===== config.mk =====
export PLATFORM = sky130hd
export DESIGN_NAME = usb_port_load_detector_flat
export DESIGN_NICKNAME = d
export VERILOG_FILES = /design/src/rtl/core/uld_pkg.sv /design/src/rtl/core/uld_if.sv /design/src/rtl/core/uld_step.sv /design/src/rtl/core/usb_port_load_detector.sv /design/src/flat_wrapper.sv
export SDC_FILE = /design/constraint.sdc
export NUM_CORES = 1
export LEC_CHECK = 0
export ABC_CLOCK_PERIOD_IN_PS = 7030
export BUFFER_PORTS_ARGS = -buffer_cell sky130_fd_sc_hd__buf_4
export CAP_MARGIN = 20
export CORE_UTILIZATION = 34
export DETAILED_ROUTE_END_ITERATION = 8
export GPL_ROUTABILITY_DRIVEN = 0
export REMOVE_ABC_BUFFERS = 1
export SYNTH_ARGS = -nofsm -noshare
export SYNTH_HDL_FRONTEND = slang
export SYNTH_SLANG_ARGS = --single-unit
export TNS_END_PERCENT = 20

===== constraint.sdc =====
create_clock -name clk -period 7.03 [get_ports clk]
set_input_delay 1.406 -clock clk [delete_from_list [all_inputs] [get_ports clk]]
set_output_delay 1.406 -clock clk [all_outputs]
set_load 0.01 [all_outputs]

===== src/rtl/core/uld_pkg.sv =====
// Shared types and constants of the USB port load detector.
`default_nettype none

package uld_pkg;

	localparam int unsigned CNT_BITS      = 8;
	localparam int unsigned WAKE_BITS     = 7;
	localparam int unsigned ADC_MAX_BITS  = 16;
	localparam int unsigned CFG_ADC_BITS  = 12;
	localparam int unsigned APB_ADDR_BITS = 4;
	localparam int unsigned APB_DATA_BITS = 32;

	localparam logic [WAKE_BITS-1:0] WAKE_LIMIT     = 7'd100;
	localparam logic [CNT_BITS-1:0]  BATT_LOW_BLOCK = 8'd30;
	localparam logic [CNT_BITS-1:0]  CNT_MAX        = 8'd255;

	typedef enum logic [1:0] {
		EV_NONE = 2'd0,
		EV_IN   = 2'd1,
		EV_OUT  = 2'd2
	} uld_event_t;

	typedef enum logic [1:0] {
		REG_INSERT_CHECK = 2'd0,
		REG_LOW_TICKS    = 2'd1,
		REG_PROHIBIT     = 2'd2,
		REG_LOW_LIMIT    = 2'd3
	} uld_reg_t;

	typedef struct packed {
		logic                 level_seen;
		logic                 rising_latch;
		logic                 load_flag;
		logic [CNT_BITS-1:0]  present_count;
		logic [CNT_BITS-1:0]  absent_count;
		logic [CNT_BITS-1:0]  prohibit_count;
		logic [WAKE_BITS-1:0] wake_count;
	} uld_state_t;

	// period settings; the current limit travels separately since its width varies
	typedef struct packed {
		logic [CNT_BITS-1:0] insert_check_ticks;
		logic [CNT_BITS-1:0] low_current_ticks;
		logic [CNT_BITS-1:0] prohibit_ticks;
	} uld_cfg_t;

	typedef struct packed {
		logic                kind;
		logic                port_sense;
		logic                wake_request;
		logic                discharging;
		logic                typec_charging;
		logic                second_port_charging;
		logic [CNT_BITS-1:0] battery_low_count;
		logic                temp_ok;
	} uld_flags_t;

endpackage

`default_nettype wire


===== src/rtl/core/uld_if.sv =====
// Valid/ready channel interfaces for detector items and results.
`default_nettype none

interface uld_item_if #(
	parameter int unsigned ADC_BITS = 12
) ();
	logic                valid;
	logic                ready;
	logic                kind;
	logic                port_sense;
	logic                wake_request;
	logic [ADC_BITS-1:0] load_current;
	logic                discharging;
	logic                typec_charging;
	logic                second_port_charging;
	logic [7:0]          battery_low_count;
	logic                temp_ok;

	modport source (
		output valid, kind, port_sense, wake_request, load_current, discharging,
		       typec_charging, second_port_charging, battery_low_count, temp_ok,
		input  ready
	);
	modport sink (
		input  valid, kind, port_sense, wake_request, load_current, discharging,
		       typec_charging, second_port_charging, battery_low_count, temp_ok,
		output ready
	);
endinterface

interface uld_result_if ();
	logic       valid;
	logic       ready;
	logic [1:0] event_res;
	logic       load_present;
	logic       prohibit_active;

	modport source (
		output valid, event_res, load_present, prohibit_active,
		input  ready
	);
	modport sink (
		input  valid, event_res, load_present, prohibit_active,
		output ready
	);
endinterface

`default_nettype wire


===== src/rtl/core/uld_step.sv =====
// Next-state and event logic for one detector transaction.
`default_nettype none

module uld_step #(
	parameter int unsigned ADC_BITS = 12
) (
	input  uld_pkg::uld_state_t  st,
	input  uld_pkg::uld_cfg_t    cfg,
	input  logic [ADC_BITS-1:0]  low_current_limit,
	input  uld_pkg::uld_flags_t  flags,
	input  logic [ADC_BITS-1:0]  load_current,
	output uld_pkg::uld_state_t  st_next,
	output uld_pkg::uld_event_t  ev
);
	import uld_pkg::*;

	logic [WAKE_BITS-1:0] wake_a;
	logic [WAKE_BITS-1:0] wake_b;
	logic                 wake_done;
	logic                 gated;

	always_comb begin
		st_next   = st;
		ev        = EV_NONE;
		wake_a    = st.wake_count;
		wake_b    = st.wake_count;
		wake_done = 1'b0;
		gated     = 1'b0;

		if (flags.kind) begin
			// forced removal touches nothing else
			st_next.load_flag      = 1'b0;
			st_next.absent_count   = '0;
			st_next.prohibit_count = cfg.prohibit_ticks;
			ev                     = EV_OUT;
		end else begin
			if (flags.wake_request && st.wake_count == '0)
				wake_a = WAKE_BITS'(1);
			else
				wake_a = st.wake_count;
			if (wake_a != '0) begin
				wake_b = wake_a + WAKE_BITS'(1);
				if (wake_b >= WAKE_LIMIT) begin
					wake_b    = '0;
					wake_done = 1'b1;
				end
			end else begin
				wake_b = wake_a;
			end
			st_next.wake_count = wake_b;
			if (wake_done)
				st_next.level_seen = 1'b0;

			if (flags.port_sense) begin
				if (!st_next.level_seen) begin
					st_next.level_seen   = 1'b1;
					st_next.rising_latch = 1'b1;
				end
			end else begin
				st_next.level_seen = 1'b0;
			end

			if (st.prohibit_count != '0)
				st_next.prohibit_count = st.prohibit_count - CNT_BITS'(1);

			gated = (st_next.prohibit_count != '0) || flags.typec_charging
				|| flags.second_port_charging
				|| (flags.battery_low_count >= BATT_LOW_BLOCK) || !flags.temp_ok;

			if (gated) begin
				st_next.rising_latch = 1'b0;
			end else begin
				if (!st.load_flag) begin
					st_next.absent_count = '0;
					if (st.present_count != CNT_MAX)
						st_next.present_count = st.present_count + CNT_BITS'(1);
					// compare uses the count before the increment
					if (st.present_count > cfg.insert_check_ticks) begin
						st_next.present_count = '0;
						if (st_next.rising_latch) begin
							st_next.rising_latch = 1'b0;
							st_next.load_flag    = 1'b1;
							ev                   = EV_IN;
						end
					end
				end else begin
					st_next.present_count = '0;
				end

				if (!flags.discharging && st_next.load_flag) begin
					if (load_current < low_current_limit) begin
						if (st_next.absent_count != CNT_MAX)
							st_next.absent_count = st_next.absent_count + CNT_BITS'(1);
						if (st.load_flag && st.absent_count > cfg.low_current_ticks) begin
							st_next.load_flag      = 1'b0;
							st_next.absent_count   = '0;
							st_next.prohibit_count = cfg.prohibit_ticks;
							ev                     = EV_OUT;
						end
					end else begin
						st_next.absent_count = '0;
					end
				end
			end
		end
	end

endmodule

`default_nettype wire


===== src/rtl/core/usb_port_load_detector.sv =====
// Top level of the USB port load detector: APB registers, input and result stages.
// An accepted transaction is registered in the input stage, and its result in the result register.
// Throughput: one transaction per cycle while results are taken; the state update sets the rate.
// A waiting result holds the input stage, so input stalls once that stage is full.
// Reset (arst_n low, asynchronous): state counters and flags clear, registers take
// their defaults (20, 100, 200, 70), both stages empty.
`default_nettype none

module usb_port_load_detector #(
	parameter int unsigned ADC_BITS = 12
) (
	input  logic                               clk,
	input  logic                               arst_n,
	input  logic                               psel,
	input  logic                               penable,
	input  logic                               pwrite,
	input  logic [uld_pkg::APB_ADDR_BITS-1:0]  paddr,
	input  logic [uld_pkg::APB_DATA_BITS-1:0]  pwdata,
	output logic [uld_pkg::APB_DATA_BITS-1:0]  prdata,
	output logic                               pready,
	uld_item_if.sink                           item,
	uld_result_if.source                       result
);
	import uld_pkg::*;

	uld_cfg_t            cfg_q;
	logic [ADC_BITS-1:0] limit_q;
	uld_state_t          state_q;
	uld_state_t          state_next;
	uld_event_t          ev_next;

	logic                s1_valid_s1;
	uld_flags_t          flags_s1;
	logic [ADC_BITS-1:0] current_s1;

	logic                res_valid_q;
	logic [1:0]          res_event_q;
	logic                res_load_q;
	logic                res_prohibit_q;

	logic                advance;
	logic                cfg_write;
	uld_reg_t            reg_sel;
	logic [ADC_MAX_BITS-1:0] limit_wide;

	assign pready    = 1'b1;
	assign cfg_write = psel && penable && pwrite;
	assign reg_sel   = uld_reg_t'(paddr[3:2]);
	assign limit_wide = ADC_MAX_BITS'(pwdata[CFG_ADC_BITS-1:0]);

	always_comb begin
		case (reg_sel)
			REG_INSERT_CHECK: prdata = APB_DATA_BITS'(cfg_q.insert_check_ticks);
			REG_LOW_TICKS:    prdata = APB_DATA_BITS'(cfg_q.low_current_ticks);
			REG_PROHIBIT:     prdata = APB_DATA_BITS'(cfg_q.prohibit_ticks);
			REG_LOW_LIMIT:    prdata = APB_DATA_BITS'(limit_q);
			default:          prdata = '0;
		endcase
	end

	always_ff @(posedge clk or negedge arst_n) begin
		if (!arst_n) begin
			cfg_q.insert_check_ticks <= 8'd20;
			cfg_q.low_current_ticks  <= 8'd100;
			cfg_q.prohibit_ticks     <= 8'd200;
			limit_q                  <= ADC_BITS'(70);
		end else if (cfg_write) begin
			case (reg_sel)
				REG_INSERT_CHECK: cfg_q.insert_check_ticks <= pwdata[CNT_BITS-1:0];
				REG_LOW_TICKS:    cfg_q.low_current_ticks  <= pwdata[CNT_BITS-1:0];
				REG_PROHIBIT:     cfg_q.prohibit_ticks     <= pwdata[CNT_BITS-1:0];
				REG_LOW_LIMIT:    limit_q                  <= limit_wide[ADC_BITS-1:0];
				default:          ;
			endcase
		end
	end

	// the stage moves whenever the result slot is empty or being drained
	assign advance    = !res_valid_q || result.ready;
	assign item.ready = !s1_valid_s1 || advance;

	uld_step #(
		.ADC_BITS(ADC_BITS)
	) u_step (
		.st                (state_q),
		.cfg               (cfg_q),
		.low_current_limit (limit_q),
		.flags             (flags_s1),
		.load_current      (current_s1),
		.st_next           (state_next),
		.ev                (ev_next)
	);

	always_ff @(posedge clk or negedge arst_n) begin
		if (!arst_n) begin
			s1_valid_s1 <= 1'b0;
			res_valid_q <= 1'b0;
			state_q     <= '0;
		end else begin
			if (item.ready)
				s1_valid_s1 <= item.valid;
			if (advance) begin
				res_valid_q <= s1_valid_s1;
				if (s1_valid_s1)
					state_q <= state_next;
			end
		end
	end

	always_ff @(posedge clk) begin
		if (item.valid && item.ready) begin
			flags_s1.kind                 <= item.kind;
			flags_s1.port_sense           <= item.port_sense;
			flags_s1.wake_request         <= item.wake_request;
			flags_s1.discharging          <= item.discharging;
			flags_s1.typec_charging       <= item.typec_charging;
			flags_s1.second_port_charging <= item.second_port_charging;
			flags_s1.battery_low_count    <= item.battery_low_count;
			flags_s1.temp_ok              <= item.temp_ok;
			current_s1                    <= item.load_current;
		end
		if (advance && s1_valid_s1) begin
			res_event_q    <= ev_next;
			res_load_q     <= state_next.load_flag;
			res_prohibit_q <= (state_next.prohibit_count != '0);
		end
	end

	assign result.valid           = res_valid_q;
	assign result.event_res       = res_event_q;
	assign result.load_present    = res_load_q;
	assign result.prohibit_active = res_prohibit_q;

endmodule

`default_nettype wire

===== src/flat_wrapper.sv =====
// flat-port wrapper written by rule: the top's interface ports become plain ports
module usb_port_load_detector_flat import uld_pkg::*;
#(
	parameter int unsigned ADC_BITS = 12
)
  (clk, arst_n, psel, penable, pwrite, paddr, pwdata, prdata, pready, item_valid, item_kind, item_port_sense, item_wake_request, item_load_current, item_discharging, item_typec_charging, item_second_port_charging, item_battery_low_count, item_temp_ok, item_ready, result_valid, result_event_res, result_load_present, result_prohibit_active, result_ready);
  uld_item_if #(.ADC_BITS(ADC_BITS)) item_i ();
  uld_result_if result_i ();
  input  logic clk;
  input  logic arst_n;
  input  logic psel;
  input  logic penable;
  input  logic pwrite;
  input  logic [uld_pkg::APB_ADDR_BITS-1:0] paddr;
  input  logic [uld_pkg::APB_DATA_BITS-1:0] pwdata;
  output logic [uld_pkg::APB_DATA_BITS-1:0] prdata;
  output logic pready;
  input wire logic [$bits(item_i.valid)-1:0] item_valid;
  input wire logic [$bits(item_i.kind)-1:0] item_kind;
  input wire logic [$bits(item_i.port_sense)-1:0] item_port_sense;
  input wire logic [$bits(item_i.wake_request)-1:0] item_wake_request;
  input wire logic [$bits(item_i.load_current)-1:0] item_load_current;
  input wire logic [$bits(item_i.discharging)-1:0] item_discharging;
  input wire logic [$bits(item_i.typec_charging)-1:0] item_typec_charging;
  input wire logic [$bits(item_i.second_port_charging)-1:0] item_second_port_charging;
  input wire logic [$bits(item_i.battery_low_count)-1:0] item_battery_low_count;
  input wire logic [$bits(item_i.temp_ok)-1:0] item_temp_ok;
  output wire logic [$bits(item_i.ready)-1:0] item_ready;
  output wire logic [$bits(result_i.valid)-1:0] result_valid;
  output wire logic [$bits(result_i.event_res)-1:0] result_event_res;
  output wire logic [$bits(result_i.load_present)-1:0] result_load_present;
  output wire logic [$bits(result_i.prohibit_active)-1:0] result_prohibit_active;
  input wire logic [$bits(result_i.ready)-1:0] result_ready;
  assign item_i.valid = item_valid;
  assign item_i.kind = item_kind;
  assign item_i.port_sense = item_port_sense;
  assign item_i.wake_request = item_wake_request;
  assign item_i.load_current = item_load_current;
  assign item_i.discharging = item_discharging;
  assign item_i.typec_charging = item_typec_charging;
  assign item_i.second_port_charging = item_second_port_charging;
  assign item_i.battery_low_count = item_battery_low_count;
  assign item_i.temp_ok = item_temp_ok;
  assign item_ready = item_i.ready;
  assign result_valid = result_i.valid;
  assign result_event_res = result_i.event_res;
  assign result_load_present = result_i.load_present;
  assign result_prohibit_active = result_i.prohibit_active;
  assign result_i.ready = result_ready;
  usb_port_load_detector #(.ADC_BITS(ADC_BITS)) u_core (.clk(clk), .arst_n(arst_n), .psel(psel), .penable(penable), .pwrite(pwrite), .paddr(paddr), .pwdata(pwdata), .prdata(prdata), .pready(pready), .item(item_i), .result(result_i));
endmodule

-- After elaboration in Yosys (flattened, before gate mapping)
Index checks and enable logic that the tools add are counted.
- output and inout port bits: 39
- word-level logic and storage cells: 120
- bits of input ports: 70
- flip-flop bits (word level): 103
- muxes and demuxes: 44
- bitwise logic cells: 2
- equality and inequality tests: 6
- add/sub/neg operators: 4
- magnitude comparators: 5
- reduce and logical (&&, ||, !) cells: 33
- operators by type and width (cell ; count):
    case mux 32 bit (4 select lines) ; 1
    two-way mux 8 bit ; 10
    two-way mux 16 bit ; 3
    two-way mux 7 bit ; 4
    two-way mux 25 bit ; 1
    nonzero test 8 bit ; 3
    two-way mux 2 bit ; 9
    adder 8 x 1 -> 8 bit (second input constant) ; 2
    > comparator 8 bit ; 2
    != test 8 bit (second input constant) ; 2
    two-way mux 1 bit ; 15
    < comparator 12 bit ; 1
    two-way mux 10 bit ; 1
    AND reduction 2 bit ; 5
    greater-or-equal comparator 8 x 5 -> 1 bit (second input constant) ; 1
    subtractor 8 x 1 -> 8 bit (second input constant) ; 1
    adder 7 x 1 -> 7 bit (second input constant) ; 1
    greater-or-equal comparator 7 bit (second input constant) ; 1
    logical AND 1 bit ; 7
    zero test 7 bit ; 1
    nonzero test 7 bit ; 1
    logical OR 1 bit ; 6
    AND reduction 3 bit ; 2
    AND reduction 5 bit ; 1
    other kinds (8) ; 13

-- Logic depth before layout (Yosys ltp)
- depth in word-level cells: 25
- depth in mapped cells: 13
- gate-level depth less buffers: 10

-- Modules after synthesis
A second synthesis with hierarchy kept.
- cell total of the unflattened synthesis: 552
- area total of the unflattened synthesis: 6248.5 µm²
- by module, submodules not included (module ; area an instance (µm²) ; cells each ; seq. area each (µm²) ; times used):
    usb_port_load_detector ; 4101.4 ; 233 ; 2746.4 ; 1
    uld_step ; 2147.1 ; 319 ; 0.0 ; 1

-- Worst setup path after synthesis
No wires, ideal clock.
- path type: input port to output port
- start: input paddr[3] in the netlist's numbering
- end: output prdata[1] in the netlist's numbering
- required time: 5.624 ns
- path buffers: 1
- stages on the path: 2
- slack: 3.181 ns
- arrival: 2.443 ns
- cell sequence: buf_1 > mux4_2
- word-level cells in the longest chain between the ends: 2
- elaborated cells between the ends (all ways): 5
- those cells by class: eq/ne (3); mux (1); reduce/logical (1)
- RTL lines (element ; RTL line ; source):
    start: declaration ; flat_wrapper.sv:14 ; input logic [uld_pkg::APB_ADDR_BITS-1:0] paddr;
    == test 2 bit, or another cell as far along ; usb_port_load_detector.sv:52 ; case (reg_sel)
    case mux 32 bit (4 select lines) * ; usb_port_load_detector.sv:52 ;
    end: declaration ; flat_wrapper.sv:16 ; output logic [uld_pkg::APB_DATA_BITS-1:0] prdata;
Mark *: on every way between the ends. The rest lies on a longest branch, timed or not. The select of a mux whose other input is x is not followed.

-- Worst setup path in the final report
- start: input paddr[3] in the netlist's numbering
- end: output prdata[4] in the netlist's numbering
Same word-level chain as after synthesis.

==> metrics.txt <==
Worst-Margin Slew=approximately 0.95 ns; DRT Wirelength=13500 um; initial DRC count=roughly 320; Mapped Area=0.00573 sq mm; P&R area growth vs syn=15.5%; detailed-route vias per instance=roughly 5.2; Die X=132 um; wire length per cell=~16 um; Synthesis Warnings=0; Nets=~730; Leakage=~2.8 nW; Critical Path, Cell by Cell=buf_4 -> mux4_2 -> buf_4; reg-to-reg slack, setup=3.60 ns; worst vdd ir=between 0.0001 and 0.00015 V; Clock Tree Root=clkbuf_16; CTS Buf Count=9; minimum hold slack=~0.5 ns; count of cell types in the netlist=66; CTS tree=built; CTS H-tree depth=3; vias in the first global route=4428; Final ANT Viol Nets=0; Critical Path Source Type=input pin; Die Ht=about 130 um; arrival time worst endpoint=2.38 ns; first-pass GRT wire length=22500 um; die footprint=approximately 0.017 sq mm; Initial Util=34.6%; met1 Use GR=a little over a fifth; Mapped Cells=569; pre-CTS setup slack=3.23 ns; final setup margin=3.24 ns; GR met3 Demand/Resource=2.54%; pin count of the biggest net entering global routing=73; fillers=approximately 1600; Post-synth top cells=dfrtp_1 (61), nand2_1 (59), o21ai_0 (59); top cell type by total area after synthesis=dfrtp_1; average cell area after synthesis=around 10 sq um; Period minus WS final=approximately 3.8 ns; multi-input logic area=roughly 0.0027 sq mm; Max Fclk=264 MHz; PwrDens=between 200 and 300 mW/mm^2; fin area=roughly 0.0066 sq mm; Worst R2R Start=u_core.state_q[7]; final-report setup violation count=0; Rows=47; clk slew on worst S/H paths=about 0.07 ns; DP Area=~0.0063 sq mm; drt pass-1 iters=5; busiest grt layer=met2; Slowest-stage cell, CP=mux4_2; DRC errors left=0; unrepaired setup endpoints after global routing=no; Seq/Total Area, Yosys=between 40% and 50%; Tcrit/Tclk final=53.9%; routed vias=4447; Post-synth ARST share=between 70% and 80%; HPWL after DPL=~10000 um; final hold vios=0; reg-to-reg endpoint=u_core.state_q[9]; setup bufs post-CTS=0; global route overflow=0; final total power=between 0.0015 and 0.002 W; Final Slew Violations=0; cell mode on critical path=buf_4; reg2reg path depth=10; beginning of the worst hold path=u_core.flags_s1[13]; Hold Crit Depth=2; setup TNS=0 ns; top-count cell post-synth=dfrtp_1; top-area cell type share of the netlist area=26.7%; # port buffers=64; slowest stage delay, CP=roughly 0.58 ns; run status=finished, final reports clean; Synth Register Bits=102; Post-synth EDFFs=30; initial antenna violation count=0; GR Util All Layers=16.4%; Core ar.=0.0165 sq mm; slew margin rel.=36.7%; Top Ports=between 100 and 150; Max Root-Sink Buffers=2; Crit. End Element=output port; # hold bufs at CTS=0; critical-path maximum fanout=12; HP Class=reg2reg; clk_lat worst skew=0.36 ns; layout cells sized above 1=about a fifth; maxcap violations=0; grt met2 use=a little over a quarter; CTS resizes=0; skew final=around 0.011 ns; Register Area=0.00272 sq mm; Post-synth top flop=dfrtp_1; kind of critical path=in2out; CP Data Required Time=between 5 and 6 ns; Hold Path End=u_core.state_q[33]; largest cells by area after synthesis=dfrtp_1 (27%), edfxtp_1 (16%), ha_1 (7.0%); CTS Sinks=102; diodes inserted=0
## flip-flops by register name (all words and copies together), names as in the netlist
signal and count:
u_core.flags_s1 14, u_core.limit_q 12, u_core.result.valid 1, u_core.result.load_present 1
u_core.result.prohibit_active 1, u_core.result.event_res 2, u_core.state_q 34, u_core.cfg_q 24
u_core.current_s1 12, u_core.s1_valid_s1 1
## placed cells by master, fill, tap and decap left out, types with 2 or more instances in the layout
master,n
a211oi_1,4
a21oi_1,29
a22oi_1,7
a2bb2oi_1,2
a31o_2,2
a31oi_1,7
and2_1,4
and3_1,6
and4_1,2
buf_4,67
clkbuf_16,9
clkinvlp_4,2
conb_1,21
dfrtp_1,61
dfstp_2,11
edfxtp_1,30
ha_1,32
inv_1,39
inv_6,4
mux2_2,17
mux4_2,8
nand2_1,59
nand2b_1,11
nand3_1,17
nand3b_1,2
nand4_1,10
nor2_1,35
nor2b_1,3
nor3_1,13
nor4_1,5
nor4_4,2
o2111ai_1,4
o211ai_1,7
o21a_1,2
o21ai_0,59
o21ai_1,3
o221ai_1,2
o22a_1,2
o31ai_1,5
## metrics by stage
step	std cells	utilization [%]
after floorplan	549	-
after global placement	836	38.3
after detailed placement	836	38.3
after CTS	852	40.0
after global routing	852	40.0
final	852	40.0
## worst max-delay path by stage
stage	startpoint	to	slack (ns)
floorplan	paddr[2]	prdata[0]	3.71
global placement	paddr[3]	prdata[5]	3.24
detailed placement	paddr[3]	prdata[4]	3.23
CTS	paddr[3]	prdata[4]	3.23
global route	paddr[3]	prdata[4]	3.21
finish	paddr[3]	prdata[4]	3.24
## critical path: cells and delay by family
family	cells	cell delay, ns
mux	1	0.58
buf+inv	2	0.38
## where the power goes
group          internal (W)  switching [W]
Combinational      0.000199       0.000246
Clock              0.000245       0.000236
Sequential         0.000714      0.0000975
Total               0.00116       0.000579
## final cells by class
class	instances	area share (%)
repair buffers	67	7.61
clock inverters	6	0.757
inverters	41	2.33
well taps	220	4.16
clock buffers	10	3.46
multi-input cells	406	40.6
flip-flops and latches	102	41.1
## kinds of logic after synthesis
group                    Yosys count  share of synthesized area, %
AND/OR/NAND/NOR                  179                          15.8
AO/OA/AOI/OAI                    148                          16.0
flip-flops                       102                          47.4
buffers and inverters             80                          6.93
adder cells (fa/ha/maj)           32                          6.99
multiplexers                      25                          6.49
other                              2                         0.131
XOR/XNOR                           1                         0.153
## routing by layer
| layer | vias to the layer above | share of wire, % |
|---|---|---|
| met2 | 158 | 48 |
| met4 | 0 | 2.4 |
| li1 | 2161 | - |
| met5 | - | 0 |
| met3 | 20 | 4.7 |
| met1 | 2108 | 44 |
No activity file was read; power rests on OpenSTA's default activity.
